### src/sv/gfhp_pkg.sv
package gfhp_pkg;

    localparam logic [2:0] ST_OK         = 3'd0;
    localparam logic [2:0] ST_NOT_FORMAT = 3'd1;
    localparam logic [2:0] ST_BAD_LENGTH = 3'd2;
    localparam logic [2:0] ST_TRUNCATED  = 3'd3;
    localparam logic [2:0] ST_BAD_LAYOUT = 3'd4;
    localparam logic [2:0] ST_BAD_COMPR  = 3'd5;

    localparam logic [31:0] MIN_HDR_LEN = 32'd20;
    localparam logic [1:0]  COMPR_MAX   = 2'd2;
    localparam logic [3:0]  LAYOUT_V1   = 4'd1;
    localparam logic [3:0]  LAYOUT_V2   = 4'd2;
    localparam int          SAMPLE_ID_BIT = 31;

    typedef struct packed {
        logic [2:0]  status;
        logic [31:0] data_offset;
        logic [31:0] header_size;
        logic [31:0] variant_count;
        logic [31:0] sample_count;
        logic [1:0]  compression_mode;
        logic [3:0]  layout_version;
        logic        sample_ids_present;
        logic        magic_was_zero;
    } t_result;

    // Expected text magic, one character per position.
    function automatic logic [7:0] magic_char(input logic [1:0] idx);
        logic [7:0] c;
        unique case (idx)
            2'd0: c = 8'h62;
            2'd1: c = 8'h67;
            2'd2: c = 8'h65;
            default: c = 8'h6E;
        endcase
        return c;
    endfunction

endpackage

### src/sv/genotype_file_header_parser.sv
// Genotype file header parser.
// Input channel: one file byte per word on i_data_byte, with i_end_of_stream
// marking the end of the file and i_restart starting a new file with this word.
// A word is taken on a rising edge with i_in_valid high and o_in_stall low.
// Output channel: at most one result per file (status, the four header words,
// the decoded flags and the magic kind), taken with o_out_valid high and
// i_out_stall low.
// Throughput: one word per cycle while o_in_stall is low. A word is held in
// the input register, is parsed by the header state logic, and its result is
// loaded into the output register, which drives o_out_valid. The skip of extra
// header bytes is a down counter, one byte per cycle while o_in_stall is low.
// When a result waits and the receiver stalls, the input register holds one
// more word and o_in_stall rises; o_in_stall follows i_out_stall in the same
// cycle. Synchronous reset (i_rst_n low) empties both registers and returns
// the parser to the start of a file.
module genotype_file_header_parser (
    input  logic        i_clk,
    input  logic        i_rst_n,
    input  logic        i_in_valid,
    output logic        o_in_stall,
    input  logic [7:0]  i_data_byte,
    input  logic        i_end_of_stream,
    input  logic        i_restart,
    output logic        o_out_valid,
    input  logic        i_out_stall,
    output logic [2:0]  o_status,
    output logic [31:0] o_data_offset,
    output logic [31:0] o_header_size,
    output logic [31:0] o_variant_count,
    output logic [31:0] o_sample_count,
    output logic [1:0]  o_compression_mode,
    output logic [3:0]  o_layout_version,
    output logic        o_sample_ids_present,
    output logic        o_magic_was_zero
);

    logic              r_in_valid;
    logic [7:0]        r_byte;
    logic              r_eos;
    logic              r_restart;
    logic              r_out_valid;
    gfhp_pkg::t_result r_res;

    logic              move;
    logic              step;
    logic              accept;
    logic              res_valid;
    gfhp_pkg::t_result res;

    assign move       = !r_out_valid || !i_out_stall;
    assign step       = r_in_valid && move;
    assign o_in_stall = r_in_valid && !move;
    assign accept     = i_in_valid && !o_in_stall;

    gfhp_parse u_parse (
        .i_clk           (i_clk),
        .i_rst_n         (i_rst_n),
        .i_step          (step),
        .i_data_byte     (r_byte),
        .i_end_of_stream (r_eos),
        .i_restart       (r_restart),
        .o_res_valid     (res_valid),
        .o_res           (res)
    );

    always_ff @(posedge i_clk) begin
        if (!i_rst_n) begin
            r_in_valid  <= 1'b0;
            r_out_valid <= 1'b0;
        end else begin
            if (accept) begin
                r_in_valid <= 1'b1;
            end else if (step) begin
                r_in_valid <= 1'b0;
            end

            if (res_valid) begin
                r_out_valid <= 1'b1;
            end else if (!i_out_stall) begin
                r_out_valid <= 1'b0;
            end
        end
    end

    // payload registers: load on handshake, hold otherwise
    always_ff @(posedge i_clk) begin
        if (accept) begin
            r_byte    <= i_data_byte;
            r_eos     <= i_end_of_stream;
            r_restart <= i_restart;
        end
        if (res_valid) begin
            r_res <= res;
        end
    end

    assign o_out_valid          = r_out_valid;
    assign o_status             = r_res.status;
    assign o_data_offset        = r_res.data_offset;
    assign o_header_size        = r_res.header_size;
    assign o_variant_count      = r_res.variant_count;
    assign o_sample_count       = r_res.sample_count;
    assign o_compression_mode   = r_res.compression_mode;
    assign o_layout_version     = r_res.layout_version;
    assign o_sample_ids_present = r_res.sample_ids_present;
    assign o_magic_was_zero     = r_res.magic_was_zero;

endmodule

### src/sv/gfhp_parse.sv
module gfhp_parse (
    input  logic              i_clk,
    input  logic              i_rst_n,
    input  logic              i_step,
    input  logic [7:0]        i_data_byte,
    input  logic              i_end_of_stream,
    input  logic              i_restart,
    output logic              o_res_valid,
    output gfhp_pkg::t_result o_res
);

    typedef enum logic [2:0] {
        PH_WORDS,
        PH_MAGIC,
        PH_EXTRA,
        PH_FLAGS,
        PH_DONE
    } t_phase;

    t_phase      r_phase, c_phase, n_phase;
    logic [3:0]  r_idx, c_idx, n_idx;
    logic [31:0] r_skip, n_skip;
    logic [31:0] r_offset, c_offset, n_offset;
    logic [31:0] r_length, c_length, n_length;
    logic [31:0] r_variants, c_variants, n_variants;
    logic [31:0] r_samples, c_samples, n_samples;
    logic [31:0] r_flags, c_flags, n_flags;
    logic        r_text_ok, c_text_ok, n_text_ok;
    logic        r_zero_ok, c_zero_ok, n_zero_ok;

    logic        emit;
    logic        magic_seen;
    logic [2:0]  status;
    logic [4:0]  bit_base;
    logic [3:0]  layout;
    logic [1:0]  compr;

    // A restart item sees the parser in its reset state.
    always_comb begin
        if (i_restart) begin
            c_phase    = PH_WORDS;
            c_idx      = '0;
            c_offset   = '0;
            c_length   = '0;
            c_variants = '0;
            c_samples  = '0;
            c_flags    = '0;
            c_text_ok  = 1'b1;
            c_zero_ok  = 1'b1;
        end else begin
            c_phase    = r_phase;
            c_idx      = r_idx;
            c_offset   = r_offset;
            c_length   = r_length;
            c_variants = r_variants;
            c_samples  = r_samples;
            c_flags    = r_flags;
            c_text_ok  = r_text_ok;
            c_zero_ok  = r_zero_ok;
        end
    end

    always_comb begin
        n_phase    = c_phase;
        n_idx      = c_idx;
        n_skip     = r_skip;
        n_offset   = c_offset;
        n_length   = c_length;
        n_variants = c_variants;
        n_samples  = c_samples;
        n_flags    = c_flags;
        n_text_ok  = c_text_ok;
        n_zero_ok  = c_zero_ok;
        emit       = 1'b0;
        magic_seen = 1'b1;
        status     = gfhp_pkg::ST_OK;
        bit_base   = {c_idx[1:0], 3'b000};
        layout     = '0;
        compr      = '0;

        if (c_phase != PH_DONE && i_end_of_stream) begin
            emit = 1'b1;
            if (c_phase == PH_WORDS || c_phase == PH_MAGIC) begin
                status     = gfhp_pkg::ST_NOT_FORMAT;
                magic_seen = 1'b0;
            end else begin
                status = gfhp_pkg::ST_TRUNCATED;
            end
        end else begin
            unique case (c_phase)
                PH_WORDS: begin
                    unique case (c_idx[3:2])
                        2'd0: n_offset[bit_base +: 8]   = i_data_byte;
                        2'd1: n_length[bit_base +: 8]   = i_data_byte;
                        2'd2: n_variants[bit_base +: 8] = i_data_byte;
                        default: n_samples[bit_base +: 8] = i_data_byte;
                    endcase
                    n_idx = c_idx + 4'd1;
                    if (c_idx == 4'd15) begin
                        n_phase = PH_MAGIC;
                    end
                end
                PH_MAGIC: begin
                    n_text_ok = c_text_ok && (i_data_byte == gfhp_pkg::magic_char(c_idx[1:0]));
                    n_zero_ok = c_zero_ok && (i_data_byte == 8'd0);
                    n_idx     = c_idx + 4'd1;
                    if (c_idx[1:0] == 2'd3) begin
                        n_idx = '0;
                        if (!n_text_ok && !n_zero_ok) begin
                            emit   = 1'b1;
                            status = gfhp_pkg::ST_NOT_FORMAT;
                        end else if (c_length < gfhp_pkg::MIN_HDR_LEN
                                     || c_length > c_offset) begin
                            emit   = 1'b1;
                            status = gfhp_pkg::ST_BAD_LENGTH;
                        end else if (c_length == gfhp_pkg::MIN_HDR_LEN) begin
                            n_phase = PH_FLAGS;
                        end else begin
                            n_phase = PH_EXTRA;
                            n_skip  = c_length - gfhp_pkg::MIN_HDR_LEN;
                        end
                    end
                end
                PH_EXTRA: begin
                    // count down the extra header bytes, drop their contents
                    if (r_skip == 32'd1) begin
                        n_phase = PH_FLAGS;
                    end else begin
                        n_skip = r_skip - 32'd1;
                    end
                end
                PH_FLAGS: begin
                    n_flags[bit_base +: 8] = i_data_byte;
                    n_idx = c_idx + 4'd1;
                    if (c_idx[1:0] == 2'd3) begin
                        n_idx  = '0;
                        emit   = 1'b1;
                        layout = n_flags[5:2];
                        compr  = n_flags[1:0];
                        if (layout != gfhp_pkg::LAYOUT_V1 && layout != gfhp_pkg::LAYOUT_V2) begin
                            status = gfhp_pkg::ST_BAD_LAYOUT;
                        end else if (compr > gfhp_pkg::COMPR_MAX) begin
                            status = gfhp_pkg::ST_BAD_COMPR;
                        end else begin
                            status = gfhp_pkg::ST_OK;
                        end
                    end
                end
                PH_DONE: begin
                    n_phase = PH_DONE;
                end
                default: begin
                    n_phase = PH_DONE;
                end
            endcase
        end

        if (emit) begin
            n_phase = PH_DONE;
        end
    end

    assign o_res_valid                = i_step && emit;
    assign o_res.status               = status;
    assign o_res.data_offset          = n_offset;
    assign o_res.header_size          = n_length;
    assign o_res.variant_count        = n_variants;
    assign o_res.sample_count         = n_samples;
    assign o_res.compression_mode     = n_flags[1:0];
    assign o_res.layout_version       = n_flags[5:2];
    assign o_res.sample_ids_present   = n_flags[gfhp_pkg::SAMPLE_ID_BIT];
    assign o_res.magic_was_zero       = magic_seen && n_zero_ok;

    always_ff @(posedge i_clk) begin
        if (!i_rst_n) begin
            r_phase    <= PH_WORDS;
            r_idx      <= '0;
            r_skip     <= '0;
            r_offset   <= '0;
            r_length   <= '0;
            r_variants <= '0;
            r_samples  <= '0;
            r_flags    <= '0;
            r_text_ok  <= 1'b1;
            r_zero_ok  <= 1'b1;
        end else if (i_step) begin
            r_phase    <= n_phase;
            r_idx      <= n_idx;
            r_skip     <= n_skip;
            r_offset   <= n_offset;
            r_length   <= n_length;
            r_variants <= n_variants;
            r_samples  <= n_samples;
            r_flags    <= n_flags;
            r_text_ok  <= n_text_ok;
            r_zero_ok  <= n_zero_ok;
        end
    end

endmodule

### config.mk
export PLATFORM = sky130hd
export DESIGN_NAME = genotype_file_header_parser
export DESIGN_NICKNAME = d
export VERILOG_FILES = /design/src/sv/gfhp_pkg.sv /design/src/sv/genotype_file_header_parser.sv /design/src/sv/gfhp_parse.sv
export SDC_FILE = /design/constraint.sdc
export NUM_CORES = 1
export LEC_CHECK = 0
export ABC_AREA = 1
export BUFFER_PORTS_ARGS = -buffer_cell sky130_fd_sc_hd__buf_2
export CAP_MARGIN = 20
export CORE_ASPECT_RATIO = 1.4
export CORE_MARGIN = 4
export CORE_UTILIZATION = 44
export DETAILED_ROUTE_END_ITERATION = 8
export PLACE_DENSITY_LB_ADDON = 0.3
export SLEW_MARGIN = 20
export SYNTH_ARGS = -nofsm -noshare
export SYNTH_HDL_FRONTEND = slang
export SYNTH_SLANG_ARGS = --single-unit
### constraint.sdc
create_clock -name i_clk -period 8.2 [get_ports i_clk]
set_clock_uncertainty 0.2 [all_clocks]
set_input_delay 0.41 -clock i_clk [delete_from_list [all_inputs] [get_ports i_clk]]
set_output_delay 0.41 -clock i_clk [all_outputs]
set_load 0.1 [all_outputs]
==> run_results.csv <==
group,metric,value,unit
floorplan,coreArea,36870,sq um
setup_path,worst-path-buf-inv,7,
cts,ctsResizeCount,0,
setup_path,cp_common_cell,"nand2_1",
global_route,antenna_found_initial,1,
synthesis,synth.cell_area,16490,sq um
cts,postCtsSetupRepairBufs,0,
cts,cts_buffers,35,
global_route,grt_overflow,0,
floorplan,die_h,237.1,um
detailed_routing,via_per_inst,5.380,
floorplan,die-area,40690,sq um
cts,cts_tree,"yes",
finish,drive_gt1_share,13.19,%
cts,ctsHoldBuffers,11,
synthesis,syn_nets,2143,
finish,fin_cells,2703,
synthesis,synth_top_area_share,27.13,%
setup_path,cp-start-kind,"register",
place,dp.cells,2628,
timing,setup_violations,0,
detailed_routing,first_pass_iters,6,
timing,hold_viol_final,0,
global_route,grt_max_degree,136,
floorplan,ios,155,
setup_path,crit_path_end_kind,"register",
global_route,grt_pass1_vias,13780,
finish,diodes,0,
timing,finalSetupTns,0,ns
cts,cts.htree.levels,2,
setup_path,critPathMaxFanout,101,
place,portBuffers,154,
timing,finalMaxSlewViolations,0,
synthesis,yosys.cell_types.count,49,
detailed_routing,drc,0,
synthesis,synth_cells,2087,
cts,clk_latency,0.54,ns
finish,final_nets,2265,
global_route,grt_pass1_wl,76.70,mm
detailed_routing,m1WireLength,19.96,mm
setup_path,critPathTopFamily,"buffers and inverters",
detailed_routing,wire_per_inst,18.47,um
finish,area_delta_synth_final,13.74,%
cts,cts_root_buf,"clkbuf_16",
run,maxCapViolations,0,
setup_path,slowest_stage,"inv_6",
timing,max_slew_margin,35.46,%
timing,maxClockFrequency,0.1888,GHz
synthesis,synth_enable_flop_cells,149,
detailed_routing,route.final.wire_length,49.93,mm
setup_path,worstPathCellList,"buf_4 -> inv_4 -> nand2_1 -> inv_1 -> ha_1 -> nand2_1 -> inv_1 -> nand3_1 -> nor3_1 -> inv_1 -> a21oi_1 -> nor2_1 -> nand2_1 -> nand2_1 -> nand3_1 -> nand2_1 -> nand3_1 -> nand2_1 -> inv_6 -> buf_4",
detailed_routing,met2_length,24.99,mm
power,peakVddDrop,0.1771,mV
synthesis,yosysTopAreaCell,"edfxtp_1",
detailed_routing,ant_nets,0,
setup_path,required,8.17,ns
synthesis,ys_ff_latch,327,
synthesis,synth.most_common_cell,"inv_1",
cts,cts.clk_slew.worst_paths,0.07,ns
floorplan,die_w,171.6,um
timing,period_needed,5.297,ns
synthesis,yosys_most_used_dff,"dfxtp_1",
cts,clockBufferDepth,3,
synthesis,async_flop_share,0,%
synthesis,synth_commonest_cells,"inv_1 (381), nand2_1 (289), nor2_1 (279), o21ai_0 (193), dfxtp_1 (178)",
synthesis,ys.warnings.count,0,
setup_path,worst_ep_arrival_time,5.27,ns
timing,rsz0062_at_grt,"no",
detailed_routing,first_iter_violations,1325,
place,finalWeightedCongestion,0.9650,
detailed_routing,routed.top_layer,"met5",
cts,clock_sinks,327,
detailed_routing,via_count,14540,
floorplan,start_util,44.73,%
synthesis,yosysSeqAreaShare,48.74,%
power,leakage,8.732,nW
setup_path,max_stage_delay,0.69,ns
status,status,"finished clean",
detailed_routing,dr_wl_met3,2.781,mm
min_path,min_path_type,"input pin to register",
timing,finalCritPeriodShare,64.60,%
floorplan,rows,83,
timing,worst_slew_pin_slew,0.9681,ns
power,cellPowerDensity,214.8,nW/um^2
synthesis,avgSynthCellArea,7.902,sq um
place,dpl.hpwl,35.40,mm
global_route,track_usage,24.00,%
setup_path,crit_type,"register to register",
synthesis,yosys-top-cells-area,"edfxtp_1 (27%), dfxtp_1 (22%), inv_1 (8.7%)",
[sequential cells by signal, indices dropped and copies added (netlist names), 2 cells and up]
name,count
o_data_offset,32
o_header_size,32
o_sample_count,32
o_variant_count,32
u_parse.r_length,32
u_parse.r_offset,32
u_parse.r_samples,32
u_parse.r_skip,32
u_parse.r_variants,32
r_byte,8
u_parse.r_flags,7
o_layout_version,4
u_parse.r_idx,4
o_status,3
u_parse.r_phase,3
o_compression_mode,2
[path summary, 6_finish.rpt]
check	endpoint	depth (start not counted)	from	slack [ns]
worst max-delay path	o_data_offset[6]	20	r_restart	2.90
worst min register to register	u_parse.r_zero_ok	1	u_parse.r_zero_ok	0.26
worst min-delay path	o_out_valid	3	i_out_stall	0.01
worst max register to register	o_data_offset[6]	20	r_restart	2.90
[stage by stage]
| stage | hold slack (ns) | power (mW) | cell area [sq um] | util [%] | setup WS (ns) |
|---|---|---|---|---|---|
| floorplan | 0.2277 | 2.324 | 16490 | - | 2.222 |
| global placement | 0.2368 | 2.459 | 17500 | 47.48 | 3.031 |
| detailed placement | 0.2462 | 2.464 | 17500 | 47.48 | 2.961 |
| CTS | 0.009379 | 4.052 | 18760 | 50.88 | 2.939 |
| global route | 0.02724 | 4.185 | 18760 | 50.88 | 2.467 |
| finish | 0.01106 | 4.029 | 18760 | 50.88 | 2.903 |
[layout make-up]
type                    instances  area [sq um]
clock buffers                  45         964.7
fillers                      3482         18110
repair buffers                174         948.4
flip-flops and latches        327          8038
clock inverters                19         178.9
multi-input cells            1271          6528
inverters                     400          1516
well taps                     467         584.3
[layout by cell type (no fill, tap or decap), types with 10 or more instances in the layout]
cell type      Yosys  final
a21oi_1          136    136
inv_2             18     17
nor2_2            23     23
dfxtp_1          178    178
inv_1            381    379
nor4_1            10     10
xor2_1            21     21
nand2_1          289    288
o21ai_0          193    193
dlygate4sd3_1      0     11
nor3_1            11     11
nand3_1           47     47
edfxtp_1         149    149
nor2_1           279    278
o21ai_1           28     28
ha_1              42     42
buf_2             12    154
clkbuf_16          0     36
o22ai_1           98     98
nand4_1           25     25
[where the power goes]
part	leakage (nW)	internal (mW)	switching [mW]
clock	0.552	0.906	0.684
sequential	2.78	1.78	0.0275
combinational	5.40	0.139	0.491
total	8.73	2.83	1.20
[worst min-delay path: cells and delay by family]
| family | cells | cell delay [ns] |
|---|---|---|
| simple gates | 1 | 0.10 |
| compound gates | 1 | 0.07 |
| buf+inv | 1 | 0.09 |
[metal layers]
layer  track usage [%]  vias to the layer above
met1             29.75                     6854
met4             9.488                        2
met2             41.94                      505
met3             3.123                      115
li1                  -                     7066
met5                 0                        -
[kinds of logic (layout without fill, tap and decap cells)]
logic type | count (synthesis) | in the layout | share of synthesized area [%]
AND/OR/NAND/NOR | 713 | 713 | 18.52
AO/OA/AOI/OAI | 494 | 494 | 16.65
buffers and inverters | 489 | 638 | 11.74
flip-flops | 327 | 327 | 48.74
adder cells (fa/ha/maj) | 42 | 42 | 3.186
XOR/XNOR | 22 | 22 | 1.168
No activity file was read; power rests on OpenSTA's default activity.
